<file path="src/rtl/ssd_sqrt.sv">
// pipelined floor square root, one result bit per register stage
module ssd_sqrt #(
  parameter int unsigned RadW = 66
) (
  input  logic              clk_i,
  input  logic              en_i,
  input  logic [RadW-1:0]   rad_i,
  output logic [RadW/2-1:0] root_o
);

  localparam int unsigned Steps = RadW / 2;
  localparam int unsigned RemW  = Steps + 1;

  logic [RadW-1:0]  rad_q  [Steps];
  logic [RemW-1:0]  rem_q  [Steps];
  logic [Steps-1:0] root_q [Steps];

  for (genvar k = 0; k < Steps; k++) begin : g_step
    logic [RadW-1:0]  rad_in;
    logic [RemW-1:0]  rem_in;
    logic [Steps-1:0] root_in;
    logic [RemW+1:0]  cur;
    logic [RemW+1:0]  trial;
    logic [RemW+1:0]  diff;
    logic             ge;

    // stage inputs
    if (k == 0) begin : g_first
      assign rad_in  = rad_i;
      assign rem_in  = '0;
      assign root_in = '0;
    end else begin : g_next
      assign rad_in  = rad_q[k-1];
      assign rem_in  = rem_q[k-1];
      assign root_in = root_q[k-1];
    end

    // bring down two radicand bits and try the next root bit
    assign cur   = {rem_in, rad_in[RadW-1 -: 2]};
    assign trial = {1'b0, root_in, 2'b01};
    assign diff  = cur - trial;
    assign ge    = (cur >= trial);

    always_ff @(posedge clk_i) begin
      if (en_i) begin
        rad_q[k]  <= rad_in << 2;
        rem_q[k]  <= ge ? diff[RemW-1:0] : cur[RemW-1:0];
        root_q[k] <= {root_in[Steps-2:0], ge};
      end
    end
  end

  assign root_o = root_q[Steps-1];

endmodule

</file>
<file path="config.mk">
export PLATFORM = sky130hd
export DESIGN_NAME = ssd_sqrt
export DESIGN_NICKNAME = d
export VERILOG_FILES = /design/src/rtl/ssd_sqrt.sv
export SDC_FILE = /design/constraint.sdc
export NUM_CORES = 2
export LEC_CHECK = 0
export BUFFER_PORTS_ARGS = -buffer_cell sky130_fd_sc_hd__buf_4
export CAP_MARGIN = 20
export CORE_AREA = 5 5 489 491
export DETAILED_ROUTE_END_ITERATION = 10
export DIE_AREA = 0 0 494 496
export HOLD_SLACK_MARGIN = 0.05
export PLACE_DENSITY = 0.74
export SKIP_CTS_REPAIR_TIMING = 1
export SLEW_MARGIN = 20
export SYNTH_ARGS = -nofsm -noshare
export SYNTH_HDL_FRONTEND = slang
export SYNTH_MEMORY_MAX_BITS = 65536
export SYNTH_SLANG_ARGS = --single-unit
</file>
<file path="constraint.sdc">
create_clock -name clk_i -period 4.5 [get_ports clk_i]
set_clock_uncertainty 0.2 [all_clocks]
set_input_delay 0.9 -clock clk_i [delete_from_list [all_inputs] [get_ports clk_i]]
set_output_delay 0.9 -clock clk_i [all_outputs]
set_load 0.05 [all_outputs]
</file>
Word level (Yosys, flattened, before mapping)
Memories as Yosys holds them, arrays and structs flattened.
Index checks and enable logic that the tools add are counted.
{ "word_totals": {"ramBits": 4323, "register_bits": 0, "inputBits": 68, "memories": 3, "out_inout_bits": 33} }
{ "classes": {"n_mux": 35, "n_lt_le_gt_ge": 33, "add_sub_neg": 33} }
{ "mem_list": {"columns": ["name", "words", "width", "read_ports", "rd_ports_with_merged_regs", "wr", "line", "text"], "rows": [
  ["rad_q", 33, 64, 32, 0, 33, "14", "logic [RadW-1:0] rad_q [Steps];"],
  ["rem_q", 33, 34, 32, 0, 33, "15", "logic [RemW-1:0] rem_q [Steps];"],
  ["root_q", 33, 33, 33, 0, 33, "16", "logic [Steps-1:0] root_q [Steps];"]
]} }
{ "op_table": {"columns": ["operator", "count"], "rows": [
  ["36-bit by 35-bit >= comparator with 1-bit output", 32],
  ["34-bit 2-to-1 mux", 33],
  ["34-bit subtractor", 32],
  ["2-bit by 1-bit subtractor with 3-bit output (second input constant)", 1],
  ["2-bit by 1-bit >= comparator with 1-bit output (second input constant)", 1],
  ["1-bit 2-to-1 mux", 2]
]} }

Logic depth before layout (Yosys ltp)
An unclocked memory read counts as a cell.
{ "logic_depth": {"depth_word": 3, "ltp_mapped": 14, "ltp_nobuf": 12} }

Worst setup path after synthesis
Ideal clock, no wire load.
{ "synth_path": {"path_type": "flip-flop to flip-flop", "startpoint": "memory rem_q[0][192] in the netlist's numbering", "endpoint": "memory rem_q[0][223] in the netlist's numbering, data pin", "path_buffers": 1, "setup_ps": 271, "slack_ps": 693, "arrival_ps": 3335, "path_stages_with_launch": 10, "cell_sequence": "edfxtp_1 -> or4_1 -> or3_1 -> or4_1 -> or4_4 -> a2111oi_4 -> or4b_1 -> buf_4 -> nor4_1 -> xor2_1"} }
{ "synth_lines": {"columns": ["element", "line"], "rows": [
  ["start: declaration", "15"]
]} }

==> run_results.csv <==
group,metric,value,unit
job,cap_viol_max_count,0,
clock_tree,clkTransAtPathRegs,60,ps
power_and_ir_drop,p_clk_frac,0.323,
clock_tree,cts_root_buf,"clkbuf_16",
clock_tree,cts_buffer_depth,4,
sta,post-route-min-period,4170,ps
power_and_ir_drop,leakagePower,53.7,nW
power_and_ir_drop,sw_frac_of_total,0.282,
logic_synthesis,ys_types,92,
logic_synthesis,yosys_warnings,0,
route,wirelength,252,mm
logic_synthesis,async_flop_share,0,
logic_synthesis,synth_nets,10200,
setup_path,reg2reg_slack,330,ps
clock_tree,cts_buffers,296,
grt,grt_remaining_overflow,0,
place,place_congestion,0.923,
sta,rsz0062_at_grt,"no",
power_and_ir_drop,total_power,72.1,mW
grt,grt_pass1_vias,74400,
clock_tree,worstSkewPairLatency,950,ps
sta,fmax,240,MHz
sta,worstMarginPinSlew,1000,ps
floorplanning,die_area,245000,um^2
sta,slew_headroom,0.325,
setup_path,end_kind,"flip-flop",
grt,antenna_found_initial,3,
floorplanning,initial_core_util,0.528,
cells_and_area,area_growth,12.8,%
logic_synthesis,syn_inst,9531,
clock_tree,htree_levels,5,
floorplanning,core_area,234000,um^2
route,drc,0,
logic_synthesis,synth_top_cell_area_share,0.645,
grt,grt_pass1_wl,399,mm
grt,grt_max_degree,117,
clock_tree,cts_tree,"yes",
route,drt_iter0_drc,5918,
route,post_drt_wl_per_cell,18.9,um
power_and_ir_drop,power_frac_seq,0.465,
power_and_ir_drop,p_int,51.7,mW
route,ant_nets,0,
grt,grtUsageTotal,0.202,
route,wl_met2,127,mm
place,dp_hpwl,182,mm
logic_synthesis,synthTopCellsByArea,"edfxtp_1 64%, ha_1 6.0%, xnor2_1 3.2%",
place,port_buffers,100,
setup_path,start_kind,"flip-flop",
floorplanning,row_count,178,
floorplanning,die_h,496,um
setup_path,required,4900,ps
setup_path,cp_max_fo,25,
power_and_ir_drop,power.combinational.fraction,0.213,
clock_tree,cts_sinks,2654,
sta,slew_violations,0,
logic_synthesis,synth-edff-count,2654,
logic_synthesis,synth_area_leader_cell,"edfxtp_1",
route,routed-via-count,74900,
logic_synthesis,ys_seq_elements,2654,
route,drt_pass1_iterations,7,
logic_synthesis,ys_seq_area_frac,0.645,
route,via_per_inst,5.62,
route,highest_layer,"met4",
power_and_ir_drop,vdd_drop_max,0.000393,V
route,m1WireLength,104,mm
sta,finalSetupTns,0,ps
sta,fin_crit_sh,0.927,
sta,setup_viol,0,
min_path,hp-class,"reg2reg",
floorplanning,die_w,494,um
setup_path,worstPathArrival,4570,ps
floorplanning,io_pins,101,
logic_synthesis,syn-cell-area,124000,um^2
power_and_ir_drop,power_switching,20.3,mW
logic_synthesis,synth_ff_type,"edfxtp_1",
setup_path,critPathKind,"reg2reg",
power_and_ir_drop,powerDensity,517,nW/um^2
sta,finalHoldViolCount,0,
logic_synthesis,syn_area_per_cell,13.0,um^2
cells_and_area,layout.nets,10600,
cells_and_area,layout-drive-gt1-share,0.0845,
route,wl_met3,10.9,mm
run_status,status,"completed",
==> worst paths after layout <==
kind / startpoint / to / cells after the start
worst max register to register: rem_q[0][530] / rem_q[0][570] / 10
worst min register to register: rad_q[0][176] / rad_q[0][242] / 0
worst min-delay path: rad_q[0][176] / rad_q[0][242] / 0
worst max-delay path: rem_q[0][530] / rem_q[0][570] / 10
==> layout by cell type, fill, tap and decap left out, drive strengths merged, types with 17 or more instances in the layout <==
master       synthesis  layout
a2111oi             17      17
a211oi              54      54
a21boi              20      20
a21o               255     255
a21oi              675     675
a31o                17      17
a31oi               46      46
and2                28      28
and3                58      58
and4                23      23
buf                 26     254
bufinv               0      30
clkbuf             147     348
clkinv               1     107
dlygate4sd3          0      67
edfxtp            2654    2654
ha                 596     596
inv                739     749
mux2                96      96
nand2              597     597
nand2b             114     114
nand3              147     147
nand3b              30      30
nand4              102     102
nor2               632     632
nor2b               79      79
nor3               242     242
nor4               121     121
o211ai              34      34
o21a                90      90
o21ai              457     457
o21bai              59      59
o31ai               40      40
or2                 40      40
or3                 85      85
or4                 81      81
xnor2              450     450
xor2               435     435
==> worst max-delay path: stages (launching register included) <==
cell and delay (ps):
edfxtp_1 430, or4_1 580, or4_1 480, or3_1 370, or3_1 380, nor4_1 360
o31a_1 240, inv_2 190, o211ai_1 370, nor4_1 140, xor2_1 170
==> power groups by stage <==
| stage | clock network, mW | logic [mW] | registers (mW) |
|---|---|---|---|
| after global routing | 25.0 | 17.0 | 33.8 |
| after detailed placement | 0 | 15.1 | 34.0 |
| after CTS | 23.9 | 15.2 | 33.5 |
| final | 23.2 | 15.3 | 33.5 |
| after global placement | 0 | 14.8 | 34.0 |
| after floorplan | 0 | 11.1 | 33.0 |
==> final cells by class <==
class	instances	area [um^2]
fillers	18100	94900
flip-flops and latches	2654	79700
multi-input cells	5964	40600
clock buffers	348	7690
well taps	3150	3940
repair buffers	321	3090
inverters	740	2780
clock inverters	160	1640
diodes	2	5.00
==> cell families after synthesis <==
kind of cell               synth area share
muxes                               0.00980
other                             0.0000303
and+or+nand+nor                      0.0966
buffers and inverters                0.0279
AOI/OAI and AO/OA                    0.0980
DFF                                   0.645
xor gates and xnor gates             0.0627
adders and majority gates            0.0603
==> cell usage after synthesis, types with 16 or more instances <==
cell,number
edfxtp_1,2654
inv_1,734
a21oi_1,675
nor2_1,632
nand2_1,597
ha_1,596
o21ai_0,452
xnor2_1,450
xor2_1,435
a21o_1,255
nor3_1,241
clkbuf_1,147
nand3_1,147
nor4_1,120
nand2b_1,113
nand4_1,102
mux2_2,96
o21a_1,90
or3_1,84
nor2b_1,78
or4_1,75
o21bai_1,59
and3_1,58
a211oi_1,54
a31oi_1,46
o31ai_1,40
or2_2,39
o211ai_1,34
nand3b_1,29
and2_1,28
and4_1,23
a21boi_0,20
buf_1,18
a31o_2,17
a2111oi_0,16
a211o_1,16
==> metrics by stage <==
stage | worst slack, ps | hold slack [ps] | utilization | area (um^2) | instances
floorplan | 693 | 200 | - | 124000 | 9531
global placement | 407 | 200 | 0.552 | 129000 | 12800
detailed placement | 376 | 205 | 0.552 | 129000 | 12800
CTS | 358 | -157 | 0.592 | 139000 | 13300
global route | 97.5 | 176 | 0.595 | 139000 | 13300
finish | 330 | 173 | 0.595 | 139000 | 13300
==> sequential cells by signal (all words and copies together), names as in the netlist <==
register  flops
root_q      561
rem_q      1037
rad_q      1056
==> metal layers <==
layer	up-vias	track usage
met5	-	0
met4	0	0.0769
met3	598	0.0267
met2	1926	0.355
met1	36100	0.256
li1	36300	-
Power figures use the tool's default switching activity.
