<file path="config.mk">
export PLATFORM = sky130hd
export DESIGN_NAME = ssd_div
export DESIGN_NICKNAME = d
export VERILOG_FILES = /design/src/rtl/ssd_div.sv
export SDC_FILE = /design/constraint.sdc
export NUM_CORES = 2
export LEC_CHECK = 0
export ABC_AREA = 0
export BUFFER_PORTS_ARGS = -buffer_cell sky130_fd_sc_hd__buf_2
export CORE_ASPECT_RATIO = 0.7
export CORE_UTILIZATION = 40
export CTS_BUF_LIST = sky130_fd_sc_hd__clkbuf_16
export CTS_CLUSTER_SIZE = 30
export DETAILED_ROUTE_END_ITERATION = 16
export HOLD_SLACK_MARGIN = 0.06
export PLACE_DENSITY = 0.54
export SYNTH_ARGS = -nofsm -noshare
export SYNTH_HDL_FRONTEND = slang
export SYNTH_SLANG_ARGS = --single-unit
</file>
<file path="constraint.sdc">
create_clock -name clk_i -period 4.9 [get_ports clk_i]
set_input_delay 0 -clock clk_i [delete_from_list [all_inputs] [get_ports clk_i]]
set_output_delay 0 -clock clk_i [all_outputs]
set_load 0.05 [all_outputs]
</file>
<file path="src/rtl/ssd_div.sv">
// pipelined restoring divider, one quotient bit per register stage
module ssd_div #(
  parameter int unsigned DenW = 33,
  parameter int unsigned QuoW = 17
) (
  input  logic                 clk_i,
  input  logic                 en_i,
  input  logic [DenW+QuoW-1:0] num_i,
  input  logic [DenW-1:0]      den_i,
  output logic [QuoW-1:0]      quo_o
);

  logic [DenW-1:0] rem_q [QuoW];
  logic [QuoW-1:0] low_q [QuoW];
  logic [DenW-1:0] den_q [QuoW];
  logic [QuoW-1:0] quo_q [QuoW];

  for (genvar k = 0; k < QuoW; k++) begin : g_step
    logic [DenW-1:0] rem_in;
    logic [QuoW-1:0] low_in;
    logic [DenW-1:0] den_in;
    logic [QuoW-1:0] quo_in;
    logic [DenW:0]   cur;
    logic [DenW:0]   diff;
    logic            ge;

    // stage inputs, the high numerator part starts as remainder
    if (k == 0) begin : g_first
      assign rem_in = num_i[DenW+QuoW-1 -: DenW];
      assign low_in = num_i[QuoW-1:0];
      assign den_in = den_i;
      assign quo_in = '0;
    end else begin : g_next
      assign rem_in = rem_q[k-1];
      assign low_in = low_q[k-1];
      assign den_in = den_q[k-1];
      assign quo_in = quo_q[k-1];
    end

    // shift in one numerator bit and subtract when it fits
    assign cur  = {rem_in, low_in[QuoW-1]};
    assign diff = cur - {1'b0, den_in};
    assign ge   = (cur >= {1'b0, den_in});

    always_ff @(posedge clk_i) begin
      if (en_i) begin
        rem_q[k] <= ge ? diff[DenW-1:0] : cur[DenW-1:0];
        low_q[k] <= low_in << 1;
        den_q[k] <= den_in;
        quo_q[k] <= {quo_in[QuoW-2:0], ge};
      end
    end
  end

  assign quo_o = quo_q[QuoW-1];

endmodule

</file>
After elaboration in Yosys (flattened, before gate mapping). Memories as Yosys holds them, arrays and structs flattened. Index checks and enable logic that the tools add are counted.

ROM bits: 0. Memory bits (writable): 1683. Register bits: 0. Bits in latches: 0. Memories kept: 4. Output and inout port bits: 17.

Add/sub/neg operators: 17. Shift-type cells: 0. Reduce and logical (&&, ||, !) cells: 0. Multiplexer cells: 19. Divide/modulo/power cells: 0. Bitwise gates (word level): 0. $lt $le $gt $ge: 17. Equality and inequality tests: 0. $mul: 0.

Memory list: den_q (depth 17, bits a word 33, read ports 16, clocked after memory_dff 0, wr ports 17, RTL line 15) `logic [DenW-1:0] den_q [QuoW];`; rem_q (depth 17, bits a word 33, read ports 16, clocked after memory_dff 0, wr ports 17, RTL line 13) `logic [DenW-1:0] rem_q [QuoW];`; quo_q (depth 17, bits a word 17, read ports 17, clocked after memory_dff 0, wr ports 17, RTL line 16) `logic [QuoW-1:0] quo_q [QuoW];`; low_q (depth 17, bits a word 16, read ports 16, clocked after memory_dff 0, wr ports 17, RTL line 14) `logic [QuoW-1:0] low_q [QuoW];`.

Operators with widths (number): $ge A34 B33 Y1 (17); $mux W33 (17); $sub A33 B33 Y33 (17); $mux W1 (2).

Longest topological paths before layout. An unclocked memory read counts as a cell.

Depth after elaboration: 3. Depth in mapped cells: 16.

Worst setup path before layout. No wires, ideal clock.

Path kind: register -> register. From: mem low_q[0][63] (netlist name). To: mem rem_q[4][7], in the netlist rem_q[0][139], data pin. Stages on the path, launching flop included: 15. Arrival time: 3.291 ns. Buffers on the path: 1. Library setup time: 0.262 ns. Period minus slack after synthesis: 3.553 ns. Data required time: 4.638 ns. Slack: 1.347 ns. Cells stage by stage: edfxtp_1 > inv_1 > ha_1 > inv_1 > fa_1 > a21o_1 > a21oi_2 > o21a_1 > o21ai_1 > a41oi_2 > o21ai_1 > a31o_2 > a2111oi_4 > buf_4 > mux2_1.

RTL lines (RTL line): from (decl) (14); to (decl) (13).

==> run metrics <==
worst min-delay path class input pin to flop; placement row count 132; clk sinks ~1.3k; reg2reg path depth 12; Static Leak 0.0350 µW; Routed WL 190000 µm; Crit path largest cell delay 0.64 ns; first-pass GRT wire length 288000 µm; Slew Viols, Final 0; Worst setup SP type flop; CTS tree yes; MaxCap Viol Count 0; share of the synthesized area in the top cell type between 50% and 60%; critical path fanouts, max 5; largest net degree at the start of global routing 143; latest clock arrival within the worst-skew pair 0.78 ns; worst reg2reg setup slack 0.19 ns; placed cell areas 78900 µm²; CTS Buffer Depth 3; post-synthesis async set-or-reset flop share 0%; Fill cells 17.1k; RSZ-0062 raised after global routing false; ratio of final minimum period to clock period 96.1%; Die W 520 µm; total gr overflow 0; CP endpoint kind flop; Tightest Pin Transition 1.37 ns; Area growth syn-to-layout 13.8%; Synth Register Bits 1345; R2R Path End rem_q[0][424]; Die Y 365 µm; initial antenna violation count 11; antenna viol nets, final 0; top_reg_cell synth edfxtp_1; Num CTS Buffers 146; CP arrival 5.22 ns; fmax approximately 0.21 GHz; final instance area 85500 µm²; clk slew on worst S/H paths 0.06 ns; area leader, netlist edfxtp_1; routed via count 51.5k; synth unique cells 95; CORE AREA 186000 µm²; total track usage 19.8%; Power Total 55500 µW; vias per cell 5.34; post-synthesis sequential area ratio between 50% and 60%; area of the multi-input gates 31400 µm²; peak supply drop 537 µV; Slew headroom under 10%; Post-synth EDFFs 1345; synth top area cells edfxtp_1 54%, ha_1 9.3%, a21oi_1 4.5%; Worst R2R Start rem_q[0][364]; CTS H-tree lvls 4; DR WL/cell 19.7 µm; CP Cell Sequence ha_1, a21oi_1, o221a_2, o221a_2, o31ai_1, o21ai_1, buf_4, o21ai_0, a21oi_1, o21ai_0, xnor2_1, mux2_2; Worst Hold Path EP rem_q[0][8]; status finished, final reports clean; gate count of the mapped netlist 6720; Mapped Area 75100 µm²; Final setup violation count 0; DP HPWL 144000 µm; Die ar. 190000 µm²; first drt pass iteration count 7; Ports 102; Hold Path Depth 4; Clock Skews 0.0278 ns; vias in the first global route 47.6k; Power Density 649 nW/µm²; DRC viols 0; PortBufs around 100; CP required roughly 5.4 ns; post-CTS setup buffer count 0; min Tclk post-route 4.71 ns; FF+latch area 40400 µm²; NumNets Final slightly below 8k; final hold viol count 0; clock root cell clkbuf_16; Initial Util between 40% and 50%; Warnings, synthesis 0; Worst Hold Slack 0.149 ns; Mapped Avg Cell Area 11.2 µm²; GP Congestion between 0.9 and 1; drt first-iter violations 5120; Worst Path Class, Setup flop to flop; Final TNS setup 0 ns; share of layout cells above drive strength 1 8.34%; Crit-path slowest cell ha_1; Net Count, Synth 7382; Hold Crit Start num_i[24]
-- cells by family (layout without fill, tap and decap cells) --
| kind of cell | count (synthesis) | in the layout | synth area share [%] |
|---|---|---|---|
| AOI/OAI and AO/OA | 1877 | 1877 | 15.7 |
| and+or+nand+nor | 1438 | 1438 | 8.81 |
| DFF | 1345 | 1345 | 53.8 |
| buffers and inverters | 886 | 1332 | 4.54 |
| adders and majority gates | 577 | 577 | 9.77 |
| xor gates and xnor gates | 456 | 456 | 5.32 |
| muxes | 141 | 141 | 2.10 |
| other | 0 | 2 | 0 |
-- cells in the final DEF, fill, tap and decap left out, types with 18 or more instances in the layout --
| cell | n |
|---|---|
| a211oi_1 | 40 |
| a21o_1 | 304 |
| a21oi_1 | 679 |
| a221oi_1 | 19 |
| a31oi_1 | 45 |
| and2_1 | 29 |
| and3_1 | 43 |
| buf_12 | 18 |
| buf_2 | 100 |
| buf_4 | 56 |
| clkbuf_16 | 151 |
| clkinv_1 | 31 |
| clkinv_2 | 23 |
| dlygate4sd3_1 | 176 |
| edfxtp_1 | 1345 |
| ha_1 | 561 |
| inv_1 | 735 |
| mux2_2 | 132 |
| nand2_1 | 454 |
| nand2b_1 | 56 |
| nand3_1 | 102 |
| nand4_1 | 82 |
| nor2_1 | 461 |
| nor2b_1 | 52 |
| nor3_1 | 46 |
| nor4_1 | 21 |
| o211ai_1 | 27 |
| o21a_1 | 37 |
| o21ai_0 | 374 |
| o21bai_1 | 98 |
| o31ai_1 | 30 |
| or2_2 | 18 |
| xnor2_1 | 259 |
| xor2_1 | 197 |
-- per-layer routing --
metal	GRT usage, %	vias to the layer above	routed length [µm]
met4	3.81	10	2860
met2	23.8	1630	66000
met3	6.61	204	18700
met5	0.425	-	177
met1	32.7	24437	102000
li1	-	25231	-
-- per-stage QoR --
stage,util [%],instances,setup slack (ns)
floorplan,-,6720,1.35
global placement,42.5,9208,0.289
detailed placement,42.5,9208,0.324
CTS,46.0,9645,0.290
global route,46.0,9645,0.100
finish,46.0,9647,0.193
-- registers in the layout, summed over array words and instances, names as in the netlist --
register / count
rem_q: 528
low_q: 136
den_q: 528
quo_q: 153
-- worst max-delay path by stage --
stage	startpoint	endpoint	slack [ns]
after detailed placement	den_q[0][366]	rem_q[0][402]	0.32
after CTS	den_q[0][366]	rem_q[0][406]	0.29
after global routing	den_q[0][366]	rem_q[0][405]	0.10
after global placement	den_q[0][366]	rem_q[0][397]	0.29
final	rem_q[0][364]	rem_q[0][424]	0.19
after floorplan	low_q[0][63]	rem_q[0][139]	1.35
-- synthesized netlist by cell type, drive strengths merged, types with 56 or more instances --
library cell	instances
nor2	462
o21bai	100
ha	561
buf	57
clkbuf	108
a21o	305
nand2b	56
nand3	102
xnor2	259
edfxtp	1345
xor2	197
nand2	454
a21oi	682
inv	720
nand4	82
o21ai	392
mux2	134
-- layout make-up --
| class | count | share of cell area, % |
|---|---|---|
| multi-input cells | 4489 | 36.8 |
| clock inverters | 110 | 1.19 |
| inverters | 721 | 3.17 |
| clock buffers | 151 | 4.42 |
| repair buffers | 350 | 3.56 |
| diodes | 2 | 0.00586 |
| well taps | 2479 | 3.63 |
| flip-flops and latches | 1345 | 47.3 |
-- critical path, delay by kind of cell, from the launching register on --
| kind | cells | cell delay, ns |
|---|---|---|
| flops | 1 | 0.41 |
| xor+xnor | 1 | 0.13 |
| mux | 1 | 0.27 |
| buf+inv | 1 | 0.21 |
| fa+ha+maj | 1 | 0.64 |
| compound gates | 8 | 2.78 |
-- where the power goes --
part,leakage (µW),switching (µW),internal (µW)
clock,0.00240,4680,6440
combinational,0.0194,14700,10500
sequential,0.0131,2090,17000
total,0.0350,21500,33900
-- repair_timing --
item                                    CTS  global route
endpoints found under the setup margin    0            10
hold endpoints to repair                288             0
resized for setup                         0             1
hold buffers                            176             0
Note: power is estimated with default switching activity, not from simulation.
